==> src/rtl/core/psfc_pkg.sv <==
// Shared types, constants and helpers of the pressure step fan controller.
`default_nettype none

package psfc_pkg;

  localparam int unsigned FREQ_W    = 15;
  localparam int unsigned TARGET_W  = 7;
  localparam int unsigned TIMEOUT_W = 15;
  localparam int unsigned PERIOD_W  = 10;
  localparam int unsigned RAW_W     = 16;
  localparam int unsigned PA_W      = 9;
  localparam int unsigned ADDR_W    = 5;
  localparam int unsigned DATA_W    = 32;

  // Register indexes, at byte address 4*index
  localparam logic [2:0] REG_TARGET  = 3'd0;
  localparam logic [2:0] REG_AUTO    = 3'd1;
  localparam logic [2:0] REG_MAXFREQ = 3'd2;
  localparam logic [2:0] REG_TIMEOUT = 3'd3;
  localparam logic [2:0] REG_PERIOD  = 3'd4;

  localparam logic [TARGET_W-1:0]  RST_TARGET  = 7'd5;
  localparam logic                 RST_AUTO    = 1'b1;
  localparam logic [FREQ_W-1:0]    RST_MAXFREQ = 15'd20000;
  localparam logic [TIMEOUT_W-1:0] RST_TIMEOUT = 15'd30000;
  localparam logic [PERIOD_W-1:0]  RST_PERIOD  = 10'd1000;
  localparam logic [FREQ_W-1:0]    RST_FREQ    = 15'd2000;

  localparam logic [10:0] STEP_LARGE = 11'd1000;
  localparam logic [10:0] STEP_MID   = 11'd200;
  localparam logic [10:0] STEP_SMALL = 11'd100;

  // 2^16 / 15, rounded up; exact for quotients of values up to 2048
  localparam logic [12:0] RECIP_15 = 13'd4370;

  typedef enum logic [1:0] {
    KIND_TICK   = 2'd0,
    KIND_SAMPLE = 2'd1,
    KIND_FAIL   = 2'd2,
    KIND_MANUAL = 2'd3
  } kind_t;

  typedef struct packed {
    logic [TARGET_W-1:0]  target_pressure;
    logic                 auto_mode;
    logic [FREQ_W-1:0]    max_frequency;
    logic [TIMEOUT_W-1:0] settle_timeout;
    logic [PERIOD_W-1:0]  refresh_period;
  } cfg_t;

  // Raw counts to whole pascals, truncated toward zero: |raw| / 16 / 15
  function automatic logic signed [PA_W-1:0] pa_of_raw(input logic signed [RAW_W-1:0] raw);
    logic [RAW_W:0]  mag;
    logic [11:0]     sixteenths;
    logic [24:0]     prod;
    logic [PA_W-1:0] quo;
    mag        = raw[RAW_W-1] ? (17'd0 - {raw[RAW_W-1], raw}) : {1'b0, raw};
    sixteenths = mag[15:4];
    prod       = {13'd0, sixteenths} * {12'd0, RECIP_15};
    quo        = {1'b0, prod[23:16]};
    return raw[RAW_W-1] ? $signed(9'd0 - quo) : $signed(quo);
  endfunction

endpackage

`default_nettype wire

==> src/rtl/core/psfc_cfg_regs.sv <==
// Configuration register file of the pressure step fan controller.
`default_nettype none

module psfc_cfg_regs (
  input  wire logic                            clk,
  input  wire logic                            rst,
  input  wire logic                            psel,
  input  wire logic                            penable,
  input  wire logic                            pwrite,
  input  wire logic [psfc_pkg::ADDR_W-1:0]     paddr,
  input  wire logic [psfc_pkg::DATA_W-1:0]     pwdata,
  output logic      [psfc_pkg::DATA_W-1:0]     prdata,
  output logic                                 pready,
  output psfc_pkg::cfg_t                       cfg
);

  logic       wr_en;
  logic [2:0] idx;

  assign pready = 1'b1;
  assign wr_en  = psel && penable && pwrite;
  assign idx    = paddr[4:2];

  always_ff @(posedge clk) begin
    if (rst) begin
      cfg.target_pressure <= psfc_pkg::RST_TARGET;
      cfg.auto_mode       <= psfc_pkg::RST_AUTO;
      cfg.max_frequency   <= psfc_pkg::RST_MAXFREQ;
      cfg.settle_timeout  <= psfc_pkg::RST_TIMEOUT;
      cfg.refresh_period  <= psfc_pkg::RST_PERIOD;
    end else if (wr_en) begin
      unique case (idx)
        psfc_pkg::REG_TARGET:  cfg.target_pressure <= pwdata[6:0];
        psfc_pkg::REG_AUTO:    cfg.auto_mode       <= pwdata[0];
        psfc_pkg::REG_MAXFREQ: cfg.max_frequency   <= pwdata[14:0];
        psfc_pkg::REG_TIMEOUT: cfg.settle_timeout  <= pwdata[14:0];
        psfc_pkg::REG_PERIOD:  cfg.refresh_period  <= pwdata[9:0];
        default: ;
      endcase
    end
  end

  always_comb begin
    unique case (idx)
      psfc_pkg::REG_TARGET:  prdata = {25'd0, cfg.target_pressure};
      psfc_pkg::REG_AUTO:    prdata = {31'd0, cfg.auto_mode};
      psfc_pkg::REG_MAXFREQ: prdata = {17'd0, cfg.max_frequency};
      psfc_pkg::REG_TIMEOUT: prdata = {17'd0, cfg.settle_timeout};
      psfc_pkg::REG_PERIOD:  prdata = {22'd0, cfg.refresh_period};
      default:               prdata = '0;
    endcase
  end

endmodule

`default_nettype wire

==> src/rtl/core/pressure_step_fan_controller_core.sv <==
// Top level of the pressure step fan controller: input stage, update logic, result stage.
`default_nettype none

// Step regulator for a fan drive. Every input word yields exactly one result
// word. A word passes through two registers: the input stage, where a raw
// pressure sample is already reduced to whole pascals (divide by 240 toward
// zero, done as a shift by four and a multiply by the reciprocal of 15), and
// the result stage, loaded together with the controller state by one pass of
// short logic. A new word is taken in every cycle while the result side keeps
// up; a word moves on when the result stage is empty or being taken. Ready
// on the input side falls only when both stages are full and the result is not
// being taken. Word kinds (s_tuser): tick advances the refresh divider and the
// settle watchdog; a sample stores the pressure and, in auto mode, regulates; a
// failed read regulates on the last pressure in auto mode; manual loads the
// given frequency capped at the maximum. Regulation moves the frequency by
// 1000, 200 or 100 depending on the distance to the target, keeps it between
// zero and the maximum, and reports a pending watchdog expiry. Configuration
// goes through the APB port and should be written only while no word is in
// flight.
module pressure_step_fan_controller_core (
  input  wire logic        clk,
  input  wire logic        rst,
  // input stream
  input  wire logic        s_tvalid,
  output logic             s_tready,
  input  wire logic [31:0] s_tdata,   // [15:0] pressure_raw, [30:16] manual_frequency, [31] zero
  input  wire logic [1:0]  s_tuser,   // [1:0] kind
  // result stream
  output logic             m_tvalid,
  input  wire logic        m_tready,
  output logic [31:0]      m_tdata,   // [14:0] frequency, [15] refresh, [16] settled,
                                      // [17] timeout_report, [26:18] pressure_pa, [31:27] zero
  // configuration
  input  wire logic        psel,
  input  wire logic        penable,
  input  wire logic        pwrite,
  input  wire logic [4:0]  paddr,
  input  wire logic [31:0] pwdata,
  output logic [31:0]      prdata,
  output logic             pready
);

  psfc_pkg::cfg_t cfg;

  psfc_cfg_regs u_cfg (
    .clk     (clk),
    .rst     (rst),
    .psel    (psel),
    .penable (penable),
    .pwrite  (pwrite),
    .paddr   (paddr),
    .pwdata  (pwdata),
    .prdata  (prdata),
    .pready  (pready),
    .cfg     (cfg)
  );

  // ---------------------------------------------------------------- input stage
  logic                                 in_valid;
  psfc_pkg::kind_t                      in_kind;
  logic signed [psfc_pkg::PA_W-1:0]     in_pa;
  logic        [psfc_pkg::FREQ_W-1:0]   in_manual;
  logic                                 advance;

  // Move the result stage on when it is empty or being taken
  assign advance  = !m_tvalid || m_tready;
  assign s_tready = !in_valid || advance;

  always_ff @(posedge clk) begin
    if (rst) begin
      in_valid <= 1'b0;
    end else if (s_tready) begin
      in_valid <= s_tvalid;
    end
  end

  always_ff @(posedge clk) begin
    if (s_tvalid && s_tready) begin
      in_kind   <= psfc_pkg::kind_t'(s_tuser);
      in_pa     <= psfc_pkg::pa_of_raw(s_tdata[15:0]);
      in_manual <= s_tdata[30:16];
    end
  end

  // ---------------------------------------------------------------- state
  logic        [psfc_pkg::FREQ_W-1:0]    freq, freq_next;
  logic signed [psfc_pkg::PA_W-1:0]      last_pa, last_pa_next;
  logic                                  in_band, in_band_next;
  logic        [psfc_pkg::TIMEOUT_W-1:0] wd_count, wd_count_next;
  logic                                  pending, pending_next;
  logic        [psfc_pkg::PERIOD_W-1:0]  ref_count, ref_count_next;
  logic                                  refresh_next, report_next;

  // ---------------------------------------------------------------- regulation
  logic signed [psfc_pkg::PA_W-1:0]      pa_use;
  logic signed [9:0]                     pa_ext, tgt_ext, lo_ext, diff;
  logic        [psfc_pkg::TARGET_W-1:0]  lo;
  logic        [10:0]                    step;
  logic                                  below, above;
  logic signed [16:0]                    fsum;
  logic        [psfc_pkg::FREQ_W-1:0]    reg_freq, man_freq;
  logic        [psfc_pkg::TIMEOUT_W-1:0] wd_dec;
  logic                                  regulate;

  // A sample regulates on its own pressure, a failed read on the stored one
  assign pa_use  = (in_kind == psfc_pkg::KIND_SAMPLE) ? in_pa : last_pa;
  assign pa_ext  = {pa_use[psfc_pkg::PA_W-1], pa_use};
  assign tgt_ext = {3'b000, cfg.target_pressure};
  assign lo      = (cfg.target_pressure == '0) ? '0 : cfg.target_pressure - 7'd1;
  assign lo_ext  = {3'b000, lo};
  assign diff    = tgt_ext - pa_ext;
  assign below   = pa_ext < lo_ext;
  assign above   = pa_ext > tgt_ext;

  always_comb begin
    if (diff > 10'sd3 || diff < -10'sd3) begin
      step = psfc_pkg::STEP_LARGE;
    end else if (diff > 10'sd1 || diff < -10'sd1) begin
      step = psfc_pkg::STEP_MID;
    end else begin
      step = psfc_pkg::STEP_SMALL;
    end
  end

  always_comb begin
    if (below) begin
      fsum = $signed({2'b00, freq}) + $signed({6'd0, step});
    end else if (above) begin
      fsum = $signed({2'b00, freq}) - $signed({6'd0, step});
    end else begin
      fsum = $signed({2'b00, freq});
    end
  end

  // Hold the frequency between zero and the maximum
  always_comb begin
    if (fsum < 17'sd0) begin
      reg_freq = '0;
    end else if (fsum > $signed({2'b00, cfg.max_frequency})) begin
      reg_freq = cfg.max_frequency;
    end else begin
      reg_freq = fsum[psfc_pkg::FREQ_W-1:0];
    end
  end

  assign man_freq = (in_manual > cfg.max_frequency) ? cfg.max_frequency : in_manual;
  assign wd_dec   = (wd_count != '0) ? wd_count - 15'd1 : '0;
  assign regulate = cfg.auto_mode &&
                    (in_kind == psfc_pkg::KIND_SAMPLE || in_kind == psfc_pkg::KIND_FAIL);

  always_comb begin
    freq_next      = freq;
    last_pa_next   = last_pa;
    in_band_next   = in_band;
    wd_count_next  = wd_count;
    pending_next   = pending;
    ref_count_next = ref_count;
    refresh_next   = 1'b0;
    report_next    = 1'b0;
    case (in_kind)
      psfc_pkg::KIND_TICK: begin
        if (ref_count >= cfg.refresh_period) begin
          refresh_next   = 1'b1;
          ref_count_next = 10'd1;
        end else begin
          ref_count_next = ref_count + 10'd1;
        end
        wd_count_next = wd_dec;
        if (wd_dec == '0 && !in_band) begin
          pending_next = 1'b1;
        end
      end
      psfc_pkg::KIND_SAMPLE,
      psfc_pkg::KIND_FAIL: begin
        if (in_kind == psfc_pkg::KIND_SAMPLE) begin
          last_pa_next = in_pa;
        end
        if (regulate) begin
          freq_next    = reg_freq;
          in_band_next = !below && !above;
          // Report a watchdog expiry once and reload the watchdog
          if (pending) begin
            report_next   = 1'b1;
            pending_next  = 1'b0;
            wd_count_next = cfg.settle_timeout;
          end
        end
      end
      psfc_pkg::KIND_MANUAL: begin
        freq_next = man_freq;
      end
      default: ;
    endcase
  end

  // ---------------------------------------------------------------- result stage
  logic update;
  assign update = advance && in_valid;

  always_ff @(posedge clk) begin
    if (rst) begin
      m_tvalid  <= 1'b0;
      freq      <= psfc_pkg::RST_FREQ;
      last_pa   <= '0;
      in_band   <= 1'b1;
      wd_count  <= psfc_pkg::RST_TIMEOUT;
      pending   <= 1'b0;
      ref_count <= '0;
    end else begin
      if (advance) begin
        m_tvalid <= in_valid;
      end
      if (update) begin
        freq      <= freq_next;
        last_pa   <= last_pa_next;
        in_band   <= in_band_next;
        wd_count  <= wd_count_next;
        pending   <= pending_next;
        ref_count <= ref_count_next;
      end
    end
  end

  always_ff @(posedge clk) begin
    if (update) begin
      m_tdata <= {5'd0, last_pa_next, report_next, in_band_next, refresh_next, freq_next};
    end
  end

endmodule

`default_nettype wire

==> config.mk <==
export PLATFORM = sky130hd
export DESIGN_NAME = pressure_step_fan_controller_core
export DESIGN_NICKNAME = d
export VERILOG_FILES = /design/src/rtl/core/psfc_pkg.sv /design/src/rtl/core/psfc_cfg_regs.sv /design/src/rtl/core/pressure_step_fan_controller_core.sv
export SDC_FILE = /design/constraint.sdc
export NUM_CORES = 1
export LEC_CHECK = 0
export BUFFER_PORTS_ARGS = -buffer_cell sky130_fd_sc_hd__buf_2
export CORE_MARGIN = 1.5
export CORE_UTILIZATION = 53
export DETAILED_ROUTE_END_ITERATION = 10
export GPL_TIMING_DRIVEN = 0
export PLACE_DENSITY_LB_ADDON = 0.1
export RECOVER_POWER = 25
export REMOVE_ABC_BUFFERS = 1
export SYNTH_ARGS = -nofsm -noshare
export SYNTH_HDL_FRONTEND = slang
export SYNTH_SLANG_ARGS = --single-unit
export TNS_END_PERCENT = 10
==> constraint.sdc <==
create_clock -name clk -period 6.8 [get_ports clk]
set_clock_uncertainty 0.15 [all_clocks]
set_input_delay 0.34 -clock clk [delete_from_list [all_inputs] [get_ports clk]]
set_output_delay 0.34 -clock clk [all_outputs]
set_load 0.01 [all_outputs]
==> results.toml, run 1 <==
[clock_network]
htree_levels = 4
clk_pin_slew_worst_paths_ns = 0.07
cts_root_buffer = "clkbuf_16"
tritoncts = "yes"
cts-buffers-inserted = 17
clkLatencyLatePin_ns = 0.44
clockBufferDepth = 2
clock-sinks = 154

[logic_synthesis]
synthArstFlopShare = 0
synth_cell_types = 80
synthFlopType = "dfxtp_1"
synth_commonest_cells = "nand2_1 (164), ha_1 (131), nor2_1 (126)"
syn_avg_cell_area_um2 = 8.47
synth_most_common_cell = "nand2_1"
seq_area_frac_synth = 0.310
synth_area_leaders = "dfxtp_1 (17%), ha_1 (14%), edfxtp_1 (14%)"
synthesis.area_um2 = 11700
syn_inst = 1377
synth_edf_count = 53
synth_top_cell_by_area = "dfxtp_1"
yosys.area.top_type_share = 0.173
synth_seq_cells = 154
yosys_warnings = 0

[route]
drt-pass1-iter-count = 6
vias = 10654
routed_wl_mm = 33.0
drt_iter0_markers = 774
postRouteAntennaNets = 0
wl_per_cell_um = 18.4
route.detailed.drc = 0
via_per_inst = 5.95

[timing]
period_needed_ns = 6.97
hold_violations = 0
fin_crit_sh = 1.02
drv_slew = 0
fmax_mhz = 144
rsz0062_at_grt = "yes"
final-setup-viol-count = 20
fin_ws_ns = -0.165
fin_hold_ws_ns = 0.00546
tns_ns = -1.68
relSlewSlack = 0.186
worst_pin_slew_ns = 1.21

[worst_setup_path]
crit_path_start_kind = "flop"
max_stage_delay_ns = 0.40
required_ns = 6.83
r2r_start = "in_kind[1]$_DFFE_PP_"
ff2ff_setup_slack_ns = -0.17
cp_max_fo = 6
worst_r2r_path_depth = 30
critPathLaunch = "in_kind[1]$_DFFE_PP_"
slowest_stage = "edfxtp_1"
cp.arrival_ns = 7.00
endpoint_kind = "flop"
timing.rr.end = "m_tdata[5]$_DFFE_PP_"
path_class = "reg -> reg"

[global_routing]
antenna_found_initial = 0
grt_pass1_wl_mm = 51.0
globalRoute.totalOverflow = 0
grt_pass1_vias = 9756
track_usage = 0.287
grt_max_degree = 72

[run_status]
status = "finished, violations left"
violations = "negative setup slack"

[job]
maxCapViolations = 0

[floorplan]
initial_core_util = 0.538
design.core.area_um2 = 21700
die_w_um = 151
dieArea_um2 = 22900
ios = 145
die_height_um = 151
rows = 54

[place]
routabilityCongestion = 0.939
dp_hpwl_mm = 23.3
place_ws_ns = -2.40
dp.cells = 1698
io_buffers = 101

[power_and_ir_drop]
power_density_nw_per_um2 = 249
ir_worst_vdd_mv = 0.137
power.leakage_nw = 5.88

[layout]
syn2layout_area_growth_pct = 19.7
stdcell_count = 1792
final_core_util = 0.643
post_route_cells_drive_above_1_share = 0.174
diodes = 0
nFillCells = 1837
fin_nets = 1717

[min_path]
min_path_cells = 2
min_to = "u_cfg.cfg[8]$_SDFFE_PP1P_"
min_from = "pwdata[8]"
hold_path_class = "in -> reg"
cell usage in the layout (no fill, tap or decap), types with 13 or more instances in the layout:
master	n
xnor2_1	32
a21o_1	18
and3_1	15
dfxtp_1	101
o21ai_0	54
nor2_1	122
clkbuf_16	18
nand3_1	20
buf_2	68
nand2_1	163
conb_1	23
ha_1	117
a21oi_1	108
edfxtp_1	53
a211o_1	22
o21ai_1	16
clkbuf_1	33
dlygate4sd3_1	23
buf_4	34
nor3_1	17
xor2_1	19
inv_1	76
mux2i_1	43
a21oi_2	13
cell families after synthesis:
kind of cell | share of synthesized area
DFF | 0.310
AOI/OAI and AO/OA | 0.195
adders and majority gates | 0.157
muxes | 0.0509
xor gates and xnor gates | 0.0413
other | 0.000644
and+or+nand+nor | 0.183
buffers and inverters | 0.0624
sequential cells by signal, summed over array words and instances (netlist names):
register,flops
in_manual,15
u_cfg.cfg,48
in_pa,9
in_kind,2
in_band,1
m_tvalid,1
in_valid,1
pending,1
ref_count,10
m_tdata,27
wd_count,15
last_pa,9
freq,15
worst max-delay path by stage:
stage                                end  slack, ns  depth (start not counted)
floorplan           m_tdata[6]$_DFFE_PP_      -0.93                         29
global placement    m_tdata[2]$_DFFE_PP_      -2.39                         31
detailed placement  m_tdata[2]$_DFFE_PP_      -2.40                         31
CTS                 freq[9]$_SDFFE_PP1P_      0.004                         33
global route        m_tdata[5]$_DFFE_PP_      -0.48                         32
finish              m_tdata[5]$_DFFE_PP_      -0.17                         30
routing by layer:
layer | wire, µm | track usage | part of all wire
met2 | 15500 | 0.465 | 0.47
met4 | 996 | 0.116 | 0.030
met3 | 2050 | 0.0479 | 0.062
met1 | 14500 | 0.378 | 0.44
met5 | 0 | 0 | 0
stage by stage:
step / area [µm²] / power, W
after global placement: 12200 / 0.00224
final: 14000 / 0.00348
after floorplan: 11300 / 0.00194
after detailed placement: 12300 / 0.00226
after CTS: 13600 / 0.00338
after global routing: 14000 / 0.00367
power breakdown:
group / switching, W / internal [W] / leakage, nW
combinational: 0.000813 / 0.000595 / 4.25
clock: 0.000447 / 0.000544 / 0.299
sequential: 0.0000508 / 0.00103 / 1.33
critical path, delay by kind of cell, from the launching register on:
kind / cells / cell delay (ns)
multiplexers: 1 / 0.33
AO/OA/AOI/OAI: 11 / 2.38
AND/OR/NAND/NOR: 6 / 1.08
flip-flops: 1 / 0.40
adder cells (fa/ha/maj): 6 / 1.62
buffers and inverters: 5 / 0.57
XOR/XNOR: 1 / 0.16
timing repair:
| item | CTS | global route |
|---|---|---|
| resized for setup | 78 | 49 |
| buffers inserted | 26 | 11 |
| cloned | 0 | 0 |
| hold buffers | 23 | 0 |
| setup endpoints to repair | 30 | 30 |
| hold endpoints to repair | 27 | 0 |
| pin swaps | 34 | 25 |
final cells by class:
class / instances / area (µm²) / share of cell area
clock inverters: 13 / 145 / 0.0104
flip-flops and latches: 154 / 3610 / 0.259
repair buffers: 167 / 1090 / 0.0783
inverters: 82 / 313 / 0.0224
multi-input cells: 1077 / 7990 / 0.572
well taps: 280 / 350 / 0.0251
clock buffers: 19 / 454 / 0.0325
Note: power is estimated with default switching activity, not from simulation.
==> run 2: changes to the inputs <==
- clock period: 6.8 -> 7.8 ns (I/O delays scaled with it)
==> run 2 against run 1 <==
Effect of this change: combinational power is 23% lower; sequential share of layout area up 1.5 points; die area stayed put; largest power group unchanged; non-clock buffer count fell by 34; clock-buffer cell count unchanged; clock power decreased by 13%; the run ends with max-capacitance violations, max-slew violations left.
==> results.toml, run 2 (synthesized netlist as in run 1, its figures left out) <==
[run_status]
status = "finished, violations left"
violations = "max-capacitance violations, max-slew violations"

[timing]
fmax_mhz = 135
fin_crit_sh = 0.952
worst_pin_slew_ns = 1.54
relSlewSlack = -0.0356
fin_ws_ns = 0.377
period_needed_ns = 7.42
hold_violations = 0
final-setup-viol-count = 0
drv_slew = 8

[worst_setup_path]
max_stage_delay_ns = 0.41
critPathLaunch = "in_kind[1]$_DFFE_PP_"
cp.arrival_ns = 7.44
cp_max_fo = 7
path_class = "reg -> reg"
ff2ff_setup_slack_ns = 0.38
worstPathBufferInverterCount = 5
slowest_stage = "edfxtp_1"
required_ns = 7.82
endpoint = "m_tdata[6]$_DFFE_PP_"
crit_cells = 31
worst_r2r_path_depth = 31
r2r_start = "in_kind[1]$_DFFE_PP_"
cp_top_family = "compound AO/OA/AOI/OAI gates"
endpoint_kind = "flop"
crit_path_start_kind = "flop"
timing.rr.end = "m_tdata[6]$_DFFE_PP_"

[layout]
largest_reg_flops = 48
post_route_cells_drive_above_1_share = 0.120
fin_nets = 1683
final_cell_mix = "nand2_1 (164), ha_1 (127), nor2_1 (124)"
layout_commonest_cell = "nand2_1"
largest-register = "u_cfg.cfg"
syn2layout_area_growth_pct = 13.3
diodes = 0
fin_area_um2 = 13200
reg_top3 = "u_cfg.cfg: 48 flops, m_tdata: 27 flops"

[place]
routabilityCongestion = 0.939
place_ws_ns = -1.40
dp_hpwl_mm = 23.3
placed_area_um2 = 12300
io_buffers = 101

[clock_network]
clockBufferDepth = 2
htree_levels = 4
clkLatencyLatePin_ns = 0.45
tritoncts = "yes"
clk_pin_slew_worst_paths_ns = 0.07
clock-sinks = 154
cts_root_buffer = "clkbuf_16"
cts-buffers-inserted = 17

[route]
wl_per_cell_um = 18.0
via_per_inst = 5.88
drt_iter0_markers = 751
vias = 10340
drt-pass1-iter-count = 5
routed_wl_mm = 31.6
route.detailed.drc = 0
postRouteAntennaNets = 0

[floorplan]
die_w_um = 151
die_height_um = 151
dieArea_um2 = 22900
initial_core_util = 0.538
ios = 145
rows = 54
design.core.area_um2 = 21700

[power_and_ir_drop]
pwr-share-comb = 0.376
pwr-share-clk = 0.300
power_density_nw_per_um2 = 218
power.share.sequential = 0.324
p_int_w = 0.00181
power.leakage_nw = 5.63
ir_worst_vdd_mv = 0.122
p_switching_w = 0.00108
switching_share = 0.373

[min_path]
hold_path_class = "in -> reg"
min_path_cells = 3

[job]
maxCapViolations = 1

[global_routing]
globalRoute.totalOverflow = 0
grt_pass1_vias = 9466
grt_max_degree = 72
track_usage = 0.278
antenna_found_initial = 0
grt_pass1_wl_mm = 49.3
[run 2: cell types whose count changed in the layout (fill, tap and decap cells not counted), moves of 4 or more]
| cell | change |
|---|---|
| a21oi_2 | -10 |
| a21oi_1 | +11 |
| ha_4 | -8 |
| buf_6 | -4 |
| dlygate4sd3_1 | -7 |
| buf_4 | -21 |
| ha_1 | +10 |
| mux2i_4 | -5 |
[run 2: metal layers]
| metal | global-route usage | vias up | share of wire |
|---|---|---|---|
| met1 | 0.373 | 4887 | 0.45 |
| met4 | 0.103 | 0 | 0.029 |
| li1 | - | 5080 | - |
| met5 | 0 | - | 0 |
| met2 | 0.446 | 330 | 0.46 |
| met3 | 0.0476 | 43 | 0.057 |
[run 2: layout make-up]
class / instances / area, µm²
inverters: 82 / 312
multi-input cells: 1077 / 7550
flip-flops and latches: 154 / 3610
repair buffers: 133 / 790
clock buffers: 19 / 454
fillers: 1962 / 8480
clock inverters: 13 / 145
well taps: 280 / 350
[run 2: what timing repair did]
action / 4_1_cts / 5_1_grt
pin swaps: 1 / 10
setup buffers: 6 / 5
hold buffers: 12 / 4
gates resized for setup: 7 / 30
setup endpoints to repair: 30 / 30
endpoints found under the hold margin: 12 / 4
[run 2: per-stage QoR]
step	power [W]	cells	util	hold WS (ns)	setup TNS, ns
after CTS	0.00285	1748	0.602	0.00313	0
after global placement	0.00195	1694	0.561	0.305	-34.22
after detailed placement	0.00197	1698	0.565	0.312	-35.74
final	0.00288	1758	0.609	0.0123	0
after floorplan	0.00169	1313	-	0.285	0
after global routing	0.00305	1758	0.609	0.0138	-0.00842
[run 2: worst min path at each step]
stage / start / end / slack [ns]
global placement: pending$_SDFFE_PP0P_ / pending$_SDFFE_PP0P_ / 0.30
CTS: s_tdata[24] / in_manual[8]$_DFFE_PP_ / 0.003
global route: pwdata[11] / u_cfg.cfg[36]$_SDFFE_PP1P_ / 0.01
finish: s_tvalid / in_valid$_SDFFE_PP0N_ / 0.01
detailed placement: pending$_SDFFE_PP0P_ / pending$_SDFFE_PP0P_ / 0.31
floorplan: pending$_SDFFE_PP0P_ / pending$_SDFFE_PP0P_ / 0.28
[run 2: worst reg2reg max path, delay by kind of cell (launching register included)]
family / cells / cell delay (ns)
multiplexers: 1 / 0.37
flip-flops: 1 / 0.41
XOR/XNOR: 1 / 0.16
AO/OA/AOI/OAI: 12 / 2.43
buffers and inverters: 5 / 0.73
AND/OR/NAND/NOR: 7 / 1.54
adder cells (fa/ha/maj): 5 / 1.36
[run 2: power groups by stage]
| stage | clock [W] | combinational (W) | sequential, W |
|---|---|---|---|
| 2_1_floorplan | 0 | 0.000745 | 0.000945 |
| 3_3_place_gp | 0 | 0.00100 | 0.000948 |
| 3_5_place_dp | 0 | 0.00102 | 0.000949 |
| 4_1_cts | 0.000867 | 0.00105 | 0.000932 |
| 5_1_grt | 0.000906 | 0.00121 | 0.000940 |
| 6_report | 0.000865 | 0.00108 | 0.000935 |
